File: config.mk
export PLATFORM = sky130hd
export DESIGN_NAME = line_substring_filter
export DESIGN_NICKNAME = d
export VERILOG_FILES = /design/src/hw/rtl/lsf_pkg.sv /design/src/hw/rtl/lsf_queue.sv /design/src/hw/rtl/lsf_front.sv /design/src/hw/rtl/lsf_back.sv /design/src/hw/rtl/line_substring_filter.sv
export SDC_FILE = /design/constraint.sdc
export NUM_CORES = 1
export LEC_CHECK = 0
export ABC_CLOCK_PERIOD_IN_PS = 5230
export BUFFER_PORTS_ARGS = -buffer_cell sky130_fd_sc_hd__buf_2
export CAP_MARGIN = 20
export CORE_MARGIN = 2
export CORE_UTILIZATION = 40
export CTS_CLUSTER_DIAMETER = 50
export CTS_CLUSTER_SIZE = 8
export DETAILED_ROUTE_END_ITERATION = 8
export GPL_ROUTABILITY_DRIVEN = 1
export SYNTH_ARGS = -nofsm -noshare
export SYNTH_HDL_FRONTEND = slang
export SYNTH_SLANG_ARGS = --single-unit
export TNS_END_PERCENT = 5
File: constraint.sdc
create_clock -name clk -period 5.23 [get_ports clk]
set_clock_uncertainty 0.05 [all_clocks]
set_input_delay 0.7845 -clock clk [delete_from_list [all_inputs] [get_ports clk]]
set_output_delay 0.7845 -clock clk [all_outputs]
set_load 0.02 [all_outputs]
File: src/hw/rtl/lsf_pkg.sv
`default_nettype none

package lsf_pkg;

	localparam int PATTERN_BYTES = 32;
	localparam int PATLEN_W      = 6;
	localparam int CFG_INDEX_W   = 3;
	localparam int CFG_DATA_W    = 64;
	localparam int LEN_W         = 8;
	localparam int QUEUE_DEPTH   = 2;

	localparam logic [7:0] NEWLINE_CODE = 8'd10;

	typedef enum logic [CFG_INDEX_W-1:0] {
		REG_PATTERN_LENGTH     = 3'd0,
		REG_CHARS_LOW          = 3'd1,
		REG_CHARS_MID_LOW      = 3'd2,
		REG_CHARS_MID_HIGH     = 3'd3,
		REG_CHARS_HIGH         = 3'd4
	} cfg_reg_t;

	typedef struct packed {
		logic             hit;
		logic [LEN_W-1:0] length;
		logic             truncated;
	} result_t;

endpackage

`default_nettype wire

File: src/hw/rtl/lsf_queue.sv
`default_nettype none

module lsf_queue
	import lsf_pkg::*;
#(
	parameter int WIDTH = 8,
	parameter int DEPTH = 2
) (
	input  wire logic             clk,
	input  wire logic             arst_n,
	input  wire logic             wr_en,
	input  wire logic [WIDTH-1:0] wr_data,
	input  wire logic             rd_en,
	output logic      [WIDTH-1:0] rd_data,
	output logic                  is_empty,
	output logic                  is_full
);

	localparam int AW = (DEPTH > 1) ? $clog2(DEPTH) : 1;
	localparam int NW = $clog2(DEPTH + 1);

	logic [WIDTH-1:0] mem_q [DEPTH];
	logic [AW-1:0]    wr_ptr_q;
	logic [AW-1:0]    rd_ptr_q;
	logic [NW-1:0]    count_q;
	logic             do_wr;
	logic             do_rd;

	assign is_empty = (count_q == '0);
	assign is_full  = (count_q == NW'(DEPTH));
	assign do_wr    = wr_en && !is_full;
	assign do_rd    = rd_en && !is_empty;
	assign rd_data  = mem_q[rd_ptr_q];

	always_ff @(posedge clk) begin
		if (do_wr) begin
			mem_q[wr_ptr_q] <= wr_data;
		end
	end

	always_ff @(posedge clk or negedge arst_n) begin
		if (!arst_n) begin
			wr_ptr_q <= '0;
			rd_ptr_q <= '0;
			count_q  <= '0;
		end else begin
			if (do_wr) begin
				wr_ptr_q <= (wr_ptr_q == AW'(DEPTH - 1)) ? '0 : wr_ptr_q + 1'b1;
			end
			if (do_rd) begin
				rd_ptr_q <= (rd_ptr_q == AW'(DEPTH - 1)) ? '0 : rd_ptr_q + 1'b1;
			end
			if (do_wr && !do_rd) begin
				count_q <= count_q + 1'b1;
			end else if (do_rd && !do_wr) begin
				count_q <= count_q - 1'b1;
			end
		end
	end

endmodule

`default_nettype wire

File: src/hw/rtl/lsf_front.sv
`default_nettype none

module lsf_front
	import lsf_pkg::*;
#(
	parameter int VW = 32
) (
	input  wire logic [7:0]          char_code,
	input  wire logic [8*VW-1:0]     pattern,
	input  wire logic [PATLEN_W-1:0] pattern_len,
	output logic                     is_newline,
	output logic      [VW-1:0]       eq_mask
);

	assign is_newline = (char_code == NEWLINE_CODE);

	// One comparator per pattern position; positions past the length never match.
	for (genvar j = 0; j < VW; j++) begin : g_cmp
		assign eq_mask[j] = (PATLEN_W'(j) < pattern_len) &&
			(pattern[8*j +: 8] == char_code);
	end

endmodule

`default_nettype wire

File: src/hw/rtl/lsf_back.sv
`default_nettype none

module lsf_back
	import lsf_pkg::*;
#(
	parameter int VW       = 32,
	parameter int MAX_LINE = 256
) (
	input  wire logic                clk,
	input  wire logic                arst_n,
	input  wire logic                head_valid,
	input  wire logic                head_newline,
	input  wire logic [VW-1:0]       head_mask,
	input  wire logic [PATLEN_W-1:0] pattern_len,
	input  wire logic                res_full,
	output logic                     head_take,
	output logic                     res_write,
	output result_t                  res_data
);

	localparam int CW = $clog2(MAX_LINE);

	logic [VW-1:0] pil_vec_q;
	logic [VW-1:0] lip_vec_q;
	logic          seen_q;
	logic [CW-1:0] count_q;
	logic          overflow_q;

	logic          char_go;
	logic          at_limit;
	logic [VW-1:0] last_mask;
	logic [VW-1:0] pil_next;
	logic [VW-1:0] lip_next;
	logic [LEN_W-1:0] len_out;

	assign char_go   = head_valid && !head_newline;
	assign res_write = head_valid && head_newline && !res_full;
	assign head_take = char_go || res_write;
	assign at_limit  = (count_q >= CW'(MAX_LINE - 1));

	// Marks the bit of the vector that stands for the last pattern character.
	for (genvar j = 0; j < VW; j++) begin : g_last
		assign last_mask[j] = (pattern_len == PATLEN_W'(j + 1));
	end

	assign pil_next = ((pil_vec_q << 1) | VW'(1)) & head_mask;
	assign lip_next = (count_q == '0) ? head_mask : ((lip_vec_q << 1) & head_mask);

	if (CW >= LEN_W) begin : g_len_wide
		assign len_out = count_q[LEN_W-1:0];
	end else begin : g_len_narrow
		assign len_out = {{(LEN_W - CW){1'b0}}, count_q};
	end

	always_comb begin
		res_data.hit       = (pattern_len == '0) || seen_q || (count_q == '0) ||
			(|lip_vec_q);
		res_data.length    = len_out;
		res_data.truncated = overflow_q;
	end

	always_ff @(posedge clk or negedge arst_n) begin
		if (!arst_n) begin
			pil_vec_q  <= '0;
			lip_vec_q  <= '0;
			seen_q     <= 1'b0;
			count_q    <= '0;
			overflow_q <= 1'b0;
		end else if (res_write) begin
			pil_vec_q  <= '0;
			lip_vec_q  <= '0;
			seen_q     <= 1'b0;
			count_q    <= '0;
			overflow_q <= 1'b0;
		end else if (char_go) begin
			if (at_limit) begin
				overflow_q <= 1'b1;
			end else begin
				pil_vec_q <= pil_next;
				lip_vec_q <= lip_next;
				count_q   <= count_q + 1'b1;
				if (|(pil_next & last_mask)) begin
					seen_q <= 1'b1;
				end
			end
		end
	end

endmodule

`default_nettype wire

File: src/hw/rtl/line_substring_filter.sv
// line_substring_filter: tests each text line against a pattern of up to 32 bytes.
// Text bytes come in on char_code with push/full; a beat is taken on an edge where
// push is high and full is low. A byte of value 10 ends the line and yields one
// result beat on line_matches, line_length and line_truncated, shown while empty
// is low and taken on an edge where pop is high. Other bytes yield no result.
// The block takes one byte per cycle while full is low. A newline's result is
// registered in the result queue and shown on the ports until popped; the newline
// waits while that queue is full. When the receiver stalls, results wait in a
// two-deep queue, then the back end stops and bytes fill a two-deep queue before
// full goes high. The pattern must be written via cfg_write/cfg_index/cfg_data
// only while idle; the block does not enforce it. Index 0 sets the length, indexes
// 1 to 4 set eight pattern bytes each. Reset clears the pattern, the line state
// and both queues; the block accepts bytes right after.
`default_nettype none

module line_substring_filter
	import lsf_pkg::*;
#(
	parameter int MAX_PATTERN = 32,
	parameter int MAX_LINE    = 256
) (
	input  wire logic                   clk,
	input  wire logic                   arst_n,
	input  wire logic                   cfg_write,
	input  wire logic [CFG_INDEX_W-1:0] cfg_index,
	input  wire logic [CFG_DATA_W-1:0]  cfg_data,
	input  wire logic [7:0]             char_code,
	input  wire logic                   push,
	output logic                        full,
	output logic                        line_matches,
	output logic      [LEN_W-1:0]       line_length,
	output logic                        line_truncated,
	output logic                        empty,
	input  wire logic                   pop
);

	// Vectors are as wide as the longest pattern that can ever take effect.
	localparam int VW = (MAX_PATTERN < PATTERN_BYTES) ? MAX_PATTERN : PATTERN_BYTES;
	localparam int EW = VW + 1;
	localparam int RW = $bits(result_t);

	logic [PATLEN_W-1:0]        pat_len_q;
	logic [8*PATTERN_BYTES-1:0] pattern_q;
	logic [PATLEN_W-1:0]        pat_len_eff;

	logic          front_newline;
	logic [VW-1:0] front_mask;
	logic [EW-1:0] head_entry;
	logic          mid_empty;
	logic          head_take;
	logic          res_write;
	logic          res_full;
	result_t       res_data;
	result_t       res_head;
	logic [RW-1:0] res_head_bits;

	// Configuration registers. Writes to indexes past the list are dropped.
	always_ff @(posedge clk or negedge arst_n) begin
		if (!arst_n) begin
			pat_len_q <= '0;
			pattern_q <= '0;
		end else if (cfg_write) begin
			case (cfg_reg_t'(cfg_index))
				REG_PATTERN_LENGTH: pat_len_q <= cfg_data[PATLEN_W-1:0];
				REG_CHARS_LOW:      pattern_q[63:0]    <= cfg_data;
				REG_CHARS_MID_LOW:  pattern_q[127:64]  <= cfg_data;
				REG_CHARS_MID_HIGH: pattern_q[191:128] <= cfg_data;
				REG_CHARS_HIGH:     pattern_q[255:192] <= cfg_data;
				default: ;
			endcase
		end
	end

	// A length beyond what the vectors hold counts as the full vector width.
	assign pat_len_eff = (pat_len_q > PATLEN_W'(VW)) ? PATLEN_W'(VW) : pat_len_q;

	// Front end: classify the byte and compare it against every pattern position.
	lsf_front #(.VW(VW)) u_front (
		.char_code   (char_code),
		.pattern     (pattern_q[8*VW-1:0]),
		.pattern_len (pat_len_eff),
		.is_newline  (front_newline),
		.eq_mask     (front_mask)
	);

	// The queue between the ends carries the newline flag and the compare mask.
	lsf_queue #(.WIDTH(EW), .DEPTH(QUEUE_DEPTH)) u_mid_queue (
		.clk      (clk),
		.arst_n   (arst_n),
		.wr_en    (push),
		.wr_data  ({front_newline, front_mask}),
		.rd_en    (head_take),
		.rd_data  (head_entry),
		.is_empty (mid_empty),
		.is_full  (full)
	);

	// Back end: shift-and update per kept byte, one result per newline.
	lsf_back #(.VW(VW), .MAX_LINE(MAX_LINE)) u_back (
		.clk          (clk),
		.arst_n       (arst_n),
		.head_valid   (!mid_empty),
		.head_newline (head_entry[EW-1]),
		.head_mask    (head_entry[VW-1:0]),
		.pattern_len  (pat_len_eff),
		.res_full     (res_full),
		.head_take    (head_take),
		.res_write    (res_write),
		.res_data     (res_data)
	);

	// The result queue decouples the back end from a stalling receiver.
	lsf_queue #(.WIDTH(RW), .DEPTH(QUEUE_DEPTH)) u_res_queue (
		.clk      (clk),
		.arst_n   (arst_n),
		.wr_en    (res_write),
		.wr_data  (res_data),
		.rd_en    (pop),
		.rd_data  (res_head_bits),
		.is_empty (empty),
		.is_full  (res_full)
	);

	assign res_head       = result_t'(res_head_bits);
	assign line_matches   = res_head.hit;
	assign line_length    = res_head.length;
	assign line_truncated = res_head.truncated;

endmodule

`default_nettype wire

Word-level counts from Yosys, hierarchy flattened
Memory sizes are Yosys's and may differ from the RTL's.
Index checks and enable logic that the tools add are counted.
{ "word_totals": {"wordCells": 242, "ram_bits": 86, "out_inout_bits": 12, "memories": 2, "register_bits": 343} }
{ "memory_table": {"columns": ["memory", "words", "width", "rd", "rd_ports_with_merged_regs", "write_ports", "line_no", "rtl"], "rows": [
  ["u_mid_queue.mem_q", 2, 33, 1, 0, 1, "lsf_queue.sv:22", "logic [WIDTH-1:0] mem_q [DEPTH];"],
  ["u_res_queue.mem_q", 2, 10, 1, 0, 1, "lsf_queue.sv:22", null]
]} }
{ "op_classes": {"n_reduce_logical": 76, "addsub": 9, "muxes": 30, "bitwise_logic": 3, "eq_ne": 72, "n_lt_le_gt_ge": 34} }
{ "ops": {"columns": ["op", "count"], "rows": [
  ["$eq 8x8->1", 32],
  ["$mux 32", 4],
  ["$and 32x32->32", 3],
  ["$eq 6x5->1 const B", 16],
  ["$lt 5x6->1 const A", 16],
  ["$mux 31", 3],
  ["$reduce_or 32->1", 2],
  ["$eq 6x4->1 const B", 8],
  ["$lt 4x6->1 const A", 8],
  ["$logic_and 1x1->1", 43],
  ["$eq 6x3->1 const B", 4],
  ["$lt 3x6->1 const A", 4],
  ["$mux 8", 3],
  ["$mux 1", 15],
  ["$reduce_and 2->1", 7],
  ["$eq 6x2->1 const B", 2],
  ["$lt 1x6->1 const A", 2],
  ["$lt 2x6->1 const A", 2],
  ["$reduce_bool 2->1", 5],
  ["$logic_not 1->1", 9],
  ["$add 8x1->8 const B", 1],
  ["$eq 8x4->1 const B", 1],
  ["$ge 8x8->1 const B", 1],
  ["$logic_not 8->1", 1],
  ["other kinds (18)", 32]
]} }

Logic depth before layout (Yosys ltp)
Gate-level depths: netlist (run 1).
{ "logic_depth": {"depth_word": 9, "depth_mapped": 10, "ltp_nobuf": 8} }

Hierarchy
From an unflattened synthesis (run 1), not the netlist that was laid out.
{ "hier_totals": {"hier_cells": 1602, "area_unflattened_um2": 20674.8} }
{ "by_module_without_submodules": {"columns": ["mod", "n_inst", "seq_area_each_um2", "cells_per_inst", "area_each_um2"], "rows": [
  ["line_substring_filter", 1, 6556.3, 564, 9878.2],
  ["lsf_back", 1, 1826.8, 429, 3781.1],
  ["lsf_front", 1, 0.0, 437, 3365.7],
  ["lsf_queue at u_mid_queue", 1, 2082.0, 122, 2730.1],
  ["lsf_queue at u_res_queue", 1, 700.7, 50, 919.6]
]} }

Worst setup path after synthesis (run 1)
Ideal clock, no wire load.
{ "synth_timing": {"path_type": "input to register", "startpoint": "in push", "endpoint": "mem u_mid_queue.mem_q[0][0] (netlist name), enable pin", "required_time_ns": 4.757, "setup_time_ns": 0.423, "path_slack_ns": 2.488, "arrival_time_ns": 2.269, "cell_stages": 2, "cell_sequence": "nand2_1 > nor2_1"} }
{ "synth_between": {"elab_chain_cells": 3} }
{ "synth_rtl": {"columns": ["item", "line_no", "rtl"], "rows": [
  ["start, declared", "line_substring_filter.sv:28", "input wire logic push,"],
  ["$logic_and 1x1->1", "lsf_queue.sv:31", "assign do_wr = wr_en && !is_full;"],
  ["$mux 1", "lsf_queue.sv:36", "if (do_wr) begin"],
  ["$mux 1 (not written as such)", "lsf_queue.sv:37", "mem_q[wr_ptr_q] <= wr_data;"],
  ["end, declared", "lsf_queue.sv:22", null]
]} }
No other way between the ends.

Final worst setup path (run 1)
{ "layout_timing": {"startpoint": "reg u_mid_queue.rd_ptr_q", "endpoint": "mem u_res_queue.mem_q[0][7] (netlist name), enable pin"} }
{ "layout_between": {"elab_chain_cells": 6} }
{ "layout_rtl": {"columns": ["item", "line_no", "rtl"], "rows": [
  ["start, declared", "lsf_queue.sv:24", "logic [AW-1:0] rd_ptr_q;"],
  ["start signal, assigned", "lsf_queue.sv:51", "rd_ptr_q <= (rd_ptr_q == AW'(DEPTH - 1)) ? '0 : rd_ptr_q + 1'b1;"],
  ["$mem_v2 2x33", null, null],
  ["$logic_and 1x1->1 (2 in a row)", "lsf_back.sv:37", "assign res_write = head_valid && head_newline && !res_full;"],
  ["$logic_and 1x1->1", "lsf_queue.sv:31", null],
  ["$mux 1", "lsf_queue.sv:36", null],
  ["$mux 1 (not written as such)", "lsf_queue.sv:37", null],
  ["end, declared", "lsf_queue.sv:22", null]
]} }
No other way between the ends.

==> results of run 1 <==
[critical path, stage by stage, from the launching register on]
cell     delay (ps)
dfrtp_2         330
buf_4           470
mux2i_4         170
or3_2           950
nor2_1          810
[final cells by class]
class,count,area (um2)
fillers,4496,26770
flip-flops and latches,429,11170
multi-input cells,1042,8504
clock buffers,95,1846
well taps,672,840.8
repair buffers,121,748.2
clock inverters,7,45.04
inverters,10,40.04
[cells in the final DEF, fill, tap and decap left out, types with 3 or more instances in the layout]
| cell | n |
|---|---|
| nand3b_1 | 4 |
| nor3b_1 | 3 |
| xnor2_1 | 182 |
| nand2_1 | 115 |
| mux2_1 | 20 |
| clkbuf_16 | 70 |
| a211oi_1 | 6 |
| nor3_2 | 3 |
| a2111oi_0 | 6 |
| inv_1 | 9 |
| a31oi_1 | 7 |
| and3_1 | 4 |
| o21ai_1 | 17 |
| nand4_1 | 50 |
| edfxtp_1 | 86 |
| nor2_1 | 39 |
| buf_2 | 90 |
| o2111ai_1 | 24 |
| nor3_1 | 13 |
| mux2_2 | 271 |
| mux2_4 | 5 |
| nor2b_1 | 3 |
| o21ai_0 | 36 |
| mux2i_1 | 8 |
| clkinv_2 | 4 |
| xor2_1 | 88 |
| a21oi_1 | 8 |
| buf_12 | 3 |
| clkbuf_1 | 25 |
| ha_1 | 4 |
| nor4_1 | 38 |
| dfrtp_1 | 342 |
| buf_4 | 26 |
| or2_2 | 3 |
| nand2b_1 | 5 |
| nand3_1 | 39 |
[Yosys cell counts (9+ instances only)]
cell       count
buf_2         50
clkbuf_1      35
dfrtp_1      343
edfxtp_1      86
inv_1          9
mux2_1        20
mux2_2       271
nand2_1      115
nand3_1       40
nand4_1       50
nor2_1        41
nor3_1        13
nor4_1        38
o2111ai_1     24
o21ai_0       36
o21ai_1       17
xnor2_1      182
xor2_1        88
[per-stage QoR]
step	instance area, um2	power, mW	utilization (%)
after floorplan	20190	6.810	-
after global placement	21250	7.594	42.54
after detailed placement	21250	7.661	42.54
after CTS	23140	11.58	46.32
after global routing	23190	12.07	46.41
final	23190	11.46	46.41
[state kept, by name, summed over array words and instances (netlist names)]
| signal | cells |
|---|---|
| u_mid_queue.wr_ptr_q | 1 |
| u_res_queue.rd_ptr_q | 1 |
| u_mid_queue.count_q | 2 |
| u_res_queue.wr_ptr_q | 1 |
| pattern_q | 256 |
| u_res_queue.mem_q | 20 |
| u_back.pil_vec_q | 31 |
| u_res_queue.count_q | 2 |
| u_back.count_q | 8 |
| u_back.overflow_q | 1 |
| u_mid_queue.rd_ptr_q | 1 |
| u_mid_queue.mem_q | 66 |
| u_back.seen_q | 1 |
| u_back.lip_vec_q | 32 |
| pat_len_q | 6 |
[worst paths after layout]
path / to / slack, ps
worst min register to register: u_back.lip_vec_q[25] / 430
worst max register to register: u_res_queue.mem_q[0][7] / 2050
max in group asynchronous: pattern_q[254] / 3770
worst max-delay path: u_res_queue.mem_q[0][7] / 2050
min in group clk: pattern_q[198] / 430
worst min-delay path: u_back.overflow_q / 110
[per-layer routing]
metal | track usage (%) | vias up | wire length (um) | part of all wire [%]
met2 | 31.68 | 315 | 24110 | 47
met4 | 7.353 | 6 | 1339 | 2.6
met3 | 3.767 | 90 | 2449 | 4.8
li1 | - | 5822 | - | -
met5 | 0 | - | 44 | 0.086
met1 | 27.43 | 6503 | 23340 | 46
[cells by family after synthesis]
family / after synthesis
xor+xnor: 270
fa+ha+maj: 4
simple gates: 339
flops: 429
buf+inv: 112
compound gates: 124
mux: 305
[power by group through the flow]
stage          Combinational (mW)  Sequential [mW]  Clock (mW)
2_1_floorplan                2.22             4.59           0
3_3_place_gp                 2.87             4.73           0
3_5_place_dp                 2.90             4.76           0
4_1_cts                      2.91             4.70        3.96
5_1_grt                      3.18             4.79        4.10
6_report                     2.89             4.70        3.87
==> impl_metrics.env, run 1 <==
export IMPL_drtIter0Drc=808
export IMPL_cap_violations=0
export IMPL_setup_worst_path_start="u_mid_queue.rd_ptr_q"
export IMPL_drv_slew=0
export IMPL_dp_hpwl_um=33970
export IMPL_fin_crit_ps=3177
export IMPL_grt_pass1_vias=13298
export IMPL_post_cts_resized=0
export IMPL_initial_core_util_pct=40.40
export IMPL_crit_type="flip-flop to flip-flop"
export IMPL_cts_sinks=429
export IMPL_setup_viol_count_final=0
export IMPL_vias=12736
export IMPL_yosysSeqAreaShare_pct=55.32
export IMPL_synth_warnings=0
export IMPL_pin_count=92
export IMPL_synth_compound_area_share_pct=4.252
export IMPL_detail_route_wl_per_cell_um=21.58
export IMPL_htreeDepth=3
export IMPL_leakage_nw=9.266
export IMPL_vdd_drop_max_mv=0.2803
export IMPL_power_frac_clock_pct=33.7
export IMPL_powerDensity_mw_per_mm2=494.4
export IMPL_crit_path_end_kind="flip-flop"
export IMPL_finalHoldViolCount=0
export IMPL_synth_cell_types=69
export IMPL_die_x_um=228.6
export IMPL_track_usage_pct=20.01
export IMPL_power_frac_comb_pct=25.2
export IMPL_post_cts_buffers=0
export IMPL_ys_ff_latch=429
export IMPL_setup_tns_ps=0
export IMPL_antenna_cells=0
export IMPL_synth_cell_area_mm2=0.02019
export IMPL_rsz0062_at_grt="no"
export IMPL_port_buffers=91
export IMPL_grt_overflow=0
export IMPL_postSynthAreaPerCell_um2=12.75
export IMPL_dieHeight_um=228.6
export IMPL_outcome="complete, no violations"
export IMPL_syn_num_nets=1667
export IMPL_period_share_pct=60.74
export IMPL_rr_startpoint="u_mid_queue.rd_ptr_q"
export IMPL_clk_path_buf_depth=3
export IMPL_synth_cells=1583
export IMPL_dpl_cell_count=2272
export IMPL_synth_edff_count=86
export IMPL_drc=0
export IMPL_routed_via_density=5.360
export IMPL_yosys_area_share_simple_pct=8.616
export IMPL_switchingPower_mw=3.636
export IMPL_clk_latency_ps=590
export IMPL_fin_ws_ps=2053
export IMPL_synth_largest_area_cell="dfrtp_1"
export IMPL_root_buffer="clkbuf_16"
export IMPL_synth_top_area_share_pct=42.52
export IMPL_async_flop_share_pct=79.95
export IMPL_cts_tree="done"
export IMPL_max_slew_margin_pct=29.47
export IMPL_pwr_share_seq_pct=41.0
export IMPL_clkTransAtPathRegs_ps=50
export IMPL_nets=1754
export IMPL_grt_max_degree=145
export IMPL_grt_pass1_wl_um=80810
export IMPL_pre_cts_ws_ps=2010
export IMPL_final_cells=2376
export IMPL_min_path_type="primary input to asynchronous set/reset pin"
export IMPL_p_int_mw=7.829
export IMPL_synthTopCellsByArea="dfrtp_1 (43%), mux2_2 (15%), edfxtp_1 (13%), xnor2_1 (7.9%), xor2_1 (3.8%)"
export IMPL_fmax_mhz=314.8
export IMPL_worst_pin_slew_ps=1055
export IMPL_drtAntennaViolNets=0
export IMPL_hold_buffers=0
export IMPL_hold_ws_ps=111.1
export IMPL_finalWirelength_um=51280
export IMPL_reg2regPathDepth=4
export IMPL_switching_share_pct=31.71
export IMPL_synth_top_flop_cell="dfrtp_1"
export IMPL_cp_data_arrival_time_ps=3330
export IMPL_required_ps=5380
export IMPL_rows=82
export IMPL_area_growth_pct=14.89
export IMPL_core_area_mm2=0.04997
export IMPL_place_gp_congestion=0.8855
export IMPL_numCtsBuffers=66
export IMPL_crit_fanout=53
export IMPL_first_pass_iters=5
export IMPL_synthXorXnorAreaFrac_pct=11.72
export IMPL_synthMuxAreaShare_pct=17.11
export IMPL_synthAdderAreaFrac_pct=0.2479
export IMPL_antenna_found_initial=3
export IMPL_synth_top_family_by_area="multiplexers"
export IMPL_startpoint_type="flip-flop"
export IMPL_die_area_mm2=0.05228
export IMPL_drive_gt1_share_pct=29.05
(Power assumes the default switching activity.)
==> inputs of run 2 (changes only) <==
--- a/config.mk
+++ b/config.mk
@@ -5,7 +5,8 @@
 export SDC_FILE = /design/constraint.sdc
 export NUM_CORES = 1
 export LEC_CHECK = 0
-export ABC_CLOCK_PERIOD_IN_PS = 5230
+export ABC_AREA = 1
+export ABC_CLOCK_PERIOD_IN_PS = 3000
 export BUFFER_PORTS_ARGS = -buffer_cell sky130_fd_sc_hd__buf_2
 export CAP_MARGIN = 20
 export CORE_MARGIN = 2
==> constraint.sdc (replaced) <==
create_clock -name clk -period 3 [get_ports clk]
set_clock_uncertainty 0.05 [all_clocks]
set_input_delay 0.45 -clock clk [delete_from_list [all_inputs] [get_ports clk]]
set_output_delay 0.45 -clock clk [all_outputs]
set_load 0.02 [all_outputs]
==> run 2 against run 1 <==
  * Critical path type unchanged
  * Sequential share of layout area up 0.53 points
  * First-iteration DRC count up 60%
  * Count of clock-buffer cells in the layout fell by 10
  * Highest routed layer is now met4
==> impl_metrics.env, run 2 <==
export IMPL_dieHeight_um=226.5
export IMPL_cts_sinks=429
export IMPL_syn_num_nets=2183
export IMPL_power_frac_comb_pct=26.7
export IMPL_fin_crit_ps=2519
export IMPL_antenna_found_initial=0
export IMPL_clkTransAtPathRegs_ps=50
export IMPL_die_area_mm2=0.05131
export IMPL_post_cts_resized=0
export IMPL_setup_viol_count_final=0
export IMPL_synth_common_cells="nand2_1 (462), dfrtp_1 (343), o21ai_0 (332), xnor2_1 (162), inv_1 (157)"
export IMPL_power_frac_clock_pct=32.2
export IMPL_r2r_end="u_back.seen_q"
export IMPL_track_usage_pct=22.26
export IMPL_synth_top_flop_cell="dfrtp_1"
export IMPL_port_buffers=91
export IMPL_area_growth_pct=15.79
export IMPL_async_flop_share_pct=79.95
export IMPL_numCtsBuffers=61
export IMPL_drtIter0Drc=1290
export IMPL_root_buffer="clkbuf_16"
export IMPL_clk_path_buf_depth=3
export IMPL_max_slew_margin_pct=47.97
export IMPL_vias=15206
export IMPL_dp_hpwl_um=37860
export IMPL_core_area_mm2=0.04895
export IMPL_pin_count=92
export IMPL_synth_cells=2099
export IMPL_grt_pass1_vias=15156
export IMPL_outcome="complete, no violations"
export IMPL_dpl_cell_count=2795
export IMPL_whs_endpoint="pattern_q[147]"
export IMPL_finalWirelength_um=55580
export IMPL_required_ps=3500
export IMPL_htreeDepth=2
export IMPL_place_gp_congestion=0.9372
export IMPL_mostFrequentLayoutCells="nand2_1 (461), dfrtp_1 (343), o21ai_0 (332), xnor2_1 (162), inv_1 (157)"
export IMPL_routed_via_density=5.269
export IMPL_drv_slew=0
export IMPL_cts_tree="done"
export IMPL_final_common_cell="nand2_1"
export IMPL_synth_warnings=0
export IMPL_synthTopCellsByArea="dfrtp_1 (43%), edfxtp_1 (13%), nand2_1 (8.8%), o21ai_0 (8.4%), xnor2_1 (7.2%)"
export IMPL_grt_overflow=0
export IMPL_hold_depth=3
export IMPL_min_path_type="primary input to flip-flop"
export IMPL_setup_tns_ps=0
export IMPL_switchingPower_mw=6.620
export IMPL_path_cells="o21ai_2 -> inv_1 -> nor3_1 -> nand2_1 -> nand2_1 -> nor2_1 -> nand2_1 -> nor2_1 -> nand3_1 -> nand2_1 -> nand2_1"
export IMPL_detail_route_wl_per_cell_um=19.26
export IMPL_crit_path_end_kind="flip-flop"
export IMPL_die_x_um=226.5
export IMPL_first_pass_iters=5
export IMPL_drtAntennaViolNets=0
export IMPL_dpl_cell_area_mm2=0.02119
export IMPL_p_int_mw=12.70
export IMPL_drive_gt1_share_pct=12.15
export IMPL_post_cts_buffers=0
export IMPL_crit_fanout=9
export IMPL_antenna_cells=0
export IMPL_cp_data_arrival_time_ps=3020
export IMPL_fmax_mhz=396.9
export IMPL_final_cells=2886
export IMPL_synth_most_common_cell="nand2_1"
export IMPL_crit_type="flip-flop to flip-flop"
export IMPL_postSynthAreaPerCell_um2=9.436
export IMPL_reg2regPathDepth=11
export IMPL_initial_core_util_pct=40.46
export IMPL_synth_edff_count=86
export IMPL_drc=0
export IMPL_cap_violations=0
export IMPL_worst_pin_slew_ps=780.5
export IMPL_setup_worst_path_start="pat_len_q[0]"
export IMPL_finalHoldViolCount=0
export IMPL_rsz0062_at_grt="no"
export IMPL_top_regs="pattern_q (256), u_mid_queue.mem_q (66), u_back.lip_vec_q (32)"
export IMPL_vdd_drop_max_mv=0.4867
export IMPL_startpoint_type="flip-flop"
export IMPL_rr_startpoint="pat_len_q[0]"
export IMPL_synth_cell_area_mm2=0.01981
export IMPL_hold_buffers=1
export IMPL_pwr_share_seq_pct=41.1
export IMPL_fillers=4723
export IMPL_slowest_delay_ps=480
export IMPL_critPathSlowestCell="o21ai_2"
export IMPL_synth_largest_area_cell="dfrtp_1"
export IMPL_synth_top_area_share_pct=43.34
export IMPL_grt_pass1_wl_um=87550
export IMPL_fin_area_mm2=0.02293
export IMPL_ys_ff_latch=429
export IMPL_clk_latency_ps=630
export IMPL_hold_ws_ps=90.23
export IMPL_fin_util_pct=46.85
export IMPL_largest_reg_flops=256
export IMPL_yosysSeqAreaShare_pct=56.37
export IMPL_min_delay_start="cfg_data[19]"
export IMPL_period_share_pct=83.97
export IMPL_switching_share_pct=34.27
export IMPL_r2r_slack_ps=480
export IMPL_rows=81
export IMPL_powerDensity_mw_per_mm2=842.3
export IMPL_nets=2280
export IMPL_synth_cell_types=47
export IMPL_top_register="pattern_q"
export IMPL_leakage_nw=10.06
export IMPL_path_common_cell="nand2_1"
export IMPL_grt_max_degree=129
[run 2: critical path, delay by kind of cell, from the launching register on]
| kind | cells | cell delay (ps) |
|---|---|---|
| flip-flops | 1 | 470 |
| AO/OA/AOI/OAI | 1 | 480 |
| buffers and inverters | 1 | 250 |
| AND/OR/NAND/NOR | 9 | 1210 |
[run 2: cell families (layout without fill, tap and decap cells)]
family / count (synthesis) / in the layout / synth area share, %
buf+inv: 281 / 404 / 5.603
mux: 1 / 1 / 0.05054
compound gates: 461 / 461 / 13.30
fa+ha+maj: 4 / 4 / 0.2527
xor+xnor: 200 / 200 / 8.844
simple gates: 723 / 723 / 15.58
flops: 429 / 429 / 56.37
[run 2: worst max-delay path by stage]
stage,endpoint,slack (ps),cells past startpoint
final,u_back.seen_q,480,11
after global placement,u_back.seen_q,550,11
after global routing,u_mid_queue.mem_q[0][6],360,7
after CTS,u_mid_queue.mem_q[1][6],590,7
after detailed placement,u_mid_queue.mem_q[1][13],610,6
after floorplan,u_mid_queue.mem_q[1][0],520,3
[run 2: cell type report]
type | count | area (um2) | area share, %
Timing Repair Buffer | 150 | 1018 | 4.441
Clock inverter | 4 | 52.55 | 0.2291
Tap cell | 664 | 830.8 | 3.622
Multi-Input combinational cell | 1389 | 7591 | 33.10
Sequential cell | 429 | 11170 | 48.69
Inverter | 165 | 619.3 | 2.700
Clock buffer | 85 | 1657 | 7.223
[run 2: power by group through the flow]
stage	sequential [mW]	clock [mW]	combinational, mW
floorplan	7.81	0	3.58
global placement	7.97	0	5.06
detailed placement	8.01	0	5.15
CTS	7.93	6.33	5.17
global route	8.06	6.57	5.73
finish	7.94	6.21	5.16
[run 2: through the flow]
step | power, mW | worst slack [ps]
after floorplan | 11.39 | 515.0
after global placement | 13.03 | 553.7
after detailed placement | 13.16 | 612.9
after CTS | 19.43 | 585.6
after global routing | 20.36 | 358.1
final | 19.32 | 480.8
[run 2: layer usage]
layer / wire length, um / global-route usage [%]
met1: 24800 / 30.88
met2: 25630 / 35.12
met3: 3389 / 3.719
met4: 1765 / 8.298
met5: 0 / 0
==> inputs of run 3 (changes only) <==
--- a/config.mk
+++ b/config.mk
@@ -6,7 +6,7 @@
 export NUM_CORES = 1
 export LEC_CHECK = 0
 export ABC_AREA = 1
-export ABC_CLOCK_PERIOD_IN_PS = 3000
+export ABC_CLOCK_PERIOD_IN_PS = 2360
 export BUFFER_PORTS_ARGS = -buffer_cell sky130_fd_sc_hd__buf_2
 export CAP_MARGIN = 20
 export CORE_MARGIN = 2
==> constraint.sdc (replaced) <==
create_clock -name clk -period 2.36 [get_ports clk]
set_clock_uncertainty 0.05 [all_clocks]
set_input_delay 0.354 -clock clk [delete_from_list [all_inputs] [get_ports clk]]
set_output_delay 0.354 -clock clk [all_outputs]
set_load 0.02 [all_outputs]
==> run 3 against run 2 <==
  * First-iteration DRC count up 7.4%
  * Cell count up 0.55%
  * Register-to-register slack worse by 380 ps
  * Count of clock-buffer cells in the layout down 4
  * Fmax up 11%
  * Core utilization up 0.47 points
  * Total power up 28%
  * Design area up 1.0%
  * Critical endpoint is now u_mid_queue.mem_q[1][18]
==> impl_metrics.env, run 3 (synthesis gave the netlist of run 2 again) <==
export IMPL_slowest_delay_ps=630
export IMPL_place_gp_congestion=0.8751
export IMPL_outcome="complete, no violations"
export IMPL_cts_sinks=429
export IMPL_highest_signal_layer="met4"
export IMPL_startpoint_type="flip-flop"
export IMPL_max_slew_margin_pct=49.27
export IMPL_routed_via_density=5.222
export IMPL_cts_tree="done"
export IMPL_drtIter0Drc=1385
export IMPL_rr_startpoint="pat_len_q[5]"
export IMPL_port_buffers=91
export IMPL_drv_slew=0
export IMPL_fin_crit_ps=2262
export IMPL_grt_overflow=0
export IMPL_wl_met1_um=25210
export IMPL_drtAntennaViolNets=0
export IMPL_detail_route_wl_per_cell_um=19.09
export IMPL_largest_reg_flops=256
export IMPL_vias=15155
export IMPL_post_cts_buffers=0
export IMPL_fmax_mhz=442.1
export IMPL_antenna_found_initial=0
export IMPL_fin_area_mm2=0.02316
export IMPL_path_cells="inv_2 -> o21ai_0 -> nand2_1 -> inv_1 -> a211oi_1"
export IMPL_min_path_type="primary input to flip-flop"
export IMPL_cp_data_arrival_time_ps=2530
export IMPL_area_growth_pct=16.95
export IMPL_top_regs="pattern_q (256), u_mid_queue.mem_q (66), u_back.lip_vec_q (32)"
export IMPL_top_register="pattern_q"
export IMPL_required_ps=2630
export IMPL_final_common_cell="nand2_1"
export IMPL_worst_pin_slew_ps=755.2
export IMPL_die_x_um=226.5
export IMPL_dieHeight_um=226.5
export IMPL_leakage_nw=10.17
export IMPL_rows=81
export IMPL_vdd_drop_max_mv=1.102
export IMPL_dpl_cell_area_mm2=0.02142
export IMPL_grt_pass1_wl_um=87400
export IMPL_pin_count=92
export IMPL_finalHoldViolCount=0
export IMPL_clkTransAtPathRegs_ps=50
export IMPL_clk_path_buf_depth=3
export IMPL_hold_depth=3
export IMPL_setup_worst_path_start="pat_len_q[5]"
export IMPL_min_delay_start="cfg_data[27]"
export IMPL_critPathSlowestCell="a211oi_1"
export IMPL_crit_path_end_kind="flip-flop"
export IMPL_drc=0
export IMPL_htreeDepth=2
export IMPL_powerDensity_mw_per_mm2=1069
export IMPL_dr_wl_met2_um=25830
export IMPL_initial_core_util_pct=40.46
export IMPL_core_area_mm2=0.04895
export IMPL_reg2regPathDepth=5
export IMPL_root_buffer="clkbuf_16"
export IMPL_grt_max_degree=129
export IMPL_cap_violations=0
export IMPL_dp_hpwl_um=38360
export IMPL_p_total_mw=24.77
export IMPL_rsz0062_at_grt="yes"
export IMPL_numCtsBuffers=61
export IMPL_crit_fanout=9
export IMPL_finalWirelength_um=55390
export IMPL_die_area_mm2=0.05131
export IMPL_nets=2300
export IMPL_grt_pass1_vias=15061
export IMPL_clk_latency_ps=600
export IMPL_antenna_cells=0
export IMPL_setup_viol_count_final=0
export IMPL_drive_gt1_share_pct=13.05
export IMPL_first_pass_iters=5
export IMPL_period_share_pct=95.84
export IMPL_mostFrequentLayoutCells="nand2_1 (460), dfrtp_1 (343), o21ai_0 (330), xnor2_1 (162), inv_1 (156)"
export IMPL_track_usage_pct=22.22
export IMPL_crit_type="flip-flop to flip-flop"
export IMPL_met3WireLength_um=3039
## run 3: worst paths after layout
kind / endpoint / slack (ps)
worst min register to register: pattern_q[133] / 440
worst min-delay path: pattern_q[155] / 20
min in group asynchronous: u_res_queue.wr_ptr_q / 220
worst max-delay path: u_mid_queue.mem_q[1][18] / 100
max in group asynchronous: pattern_q[239] / 1190
worst max register to register: u_mid_queue.mem_q[1][18] / 100
## run 3: metrics by stage
stage | std cells | TNS [ps] | utilization (%) | hold slack (ps) | setup WS, ps
4_1_cts | 2902 | 0 | 47.26 | 0.2070 | 0.9874
6_report | 2902 | 0 | 47.32 | 17.79 | 98.21
5_1_grt | 2902 | -6.104 | 47.32 | 32.20 | -3.197
2_1_floorplan | 2099 | -3948 | - | 8.409 | -119.6
3_5_place_dp | 2814 | 0 | 43.75 | 244.2 | 18.96
3_3_place_gp | 2814 | -124.9 | 43.75 | 245.9 | -62.45
## run 3: layer usage
metal | vias up | track usage, %
met5 | - | 0
li1 | 7224 | -
met4 | 0 | 5.963
met2 | 430 | 35.66
met3 | 96 | 3.965
met1 | 7405 | 31.09
## run 3: repair_timing
| item | 4_1_cts | 5_1_grt |
|---|---|---|
| resized for setup | 0 | 11 |
| endpoints found under the hold margin | 55 | 0 |
| setup endpoints to repair | 0 | 23 |
| hold buffers | 3 | 0 |
## run 3: report_power, final
part	internal (mW)	switching (mW)	total, mW
Combinational	2.40	4.37	6.77
Sequential	9.14	0.928	10.1
Clock	4.86	3.07	7.92
Total	16.4	8.37	24.8
## run 3: area by class of cell
cell class / count / area [um2]
Fill cell: 4611 / 25790
Clock buffer: 81 / 1612
Timing Repair Buffer: 170 / 1241
Clock inverter: 4 / 72.57
Tap cell: 664 / 830.8
Multi-Input combinational cell: 1389 / 7622
Inverter: 165 / 619.3
Sequential cell: 429 / 11170
## run 3: worst max-delay path, delay by kind of cell (launching register included)
| family | cells | cell delay [ps] |
|---|---|---|
| buf+inv | 2 | 420 |
| flops | 1 | 430 |
| simple gates | 1 | 190 |
| compound gates | 2 | 880 |
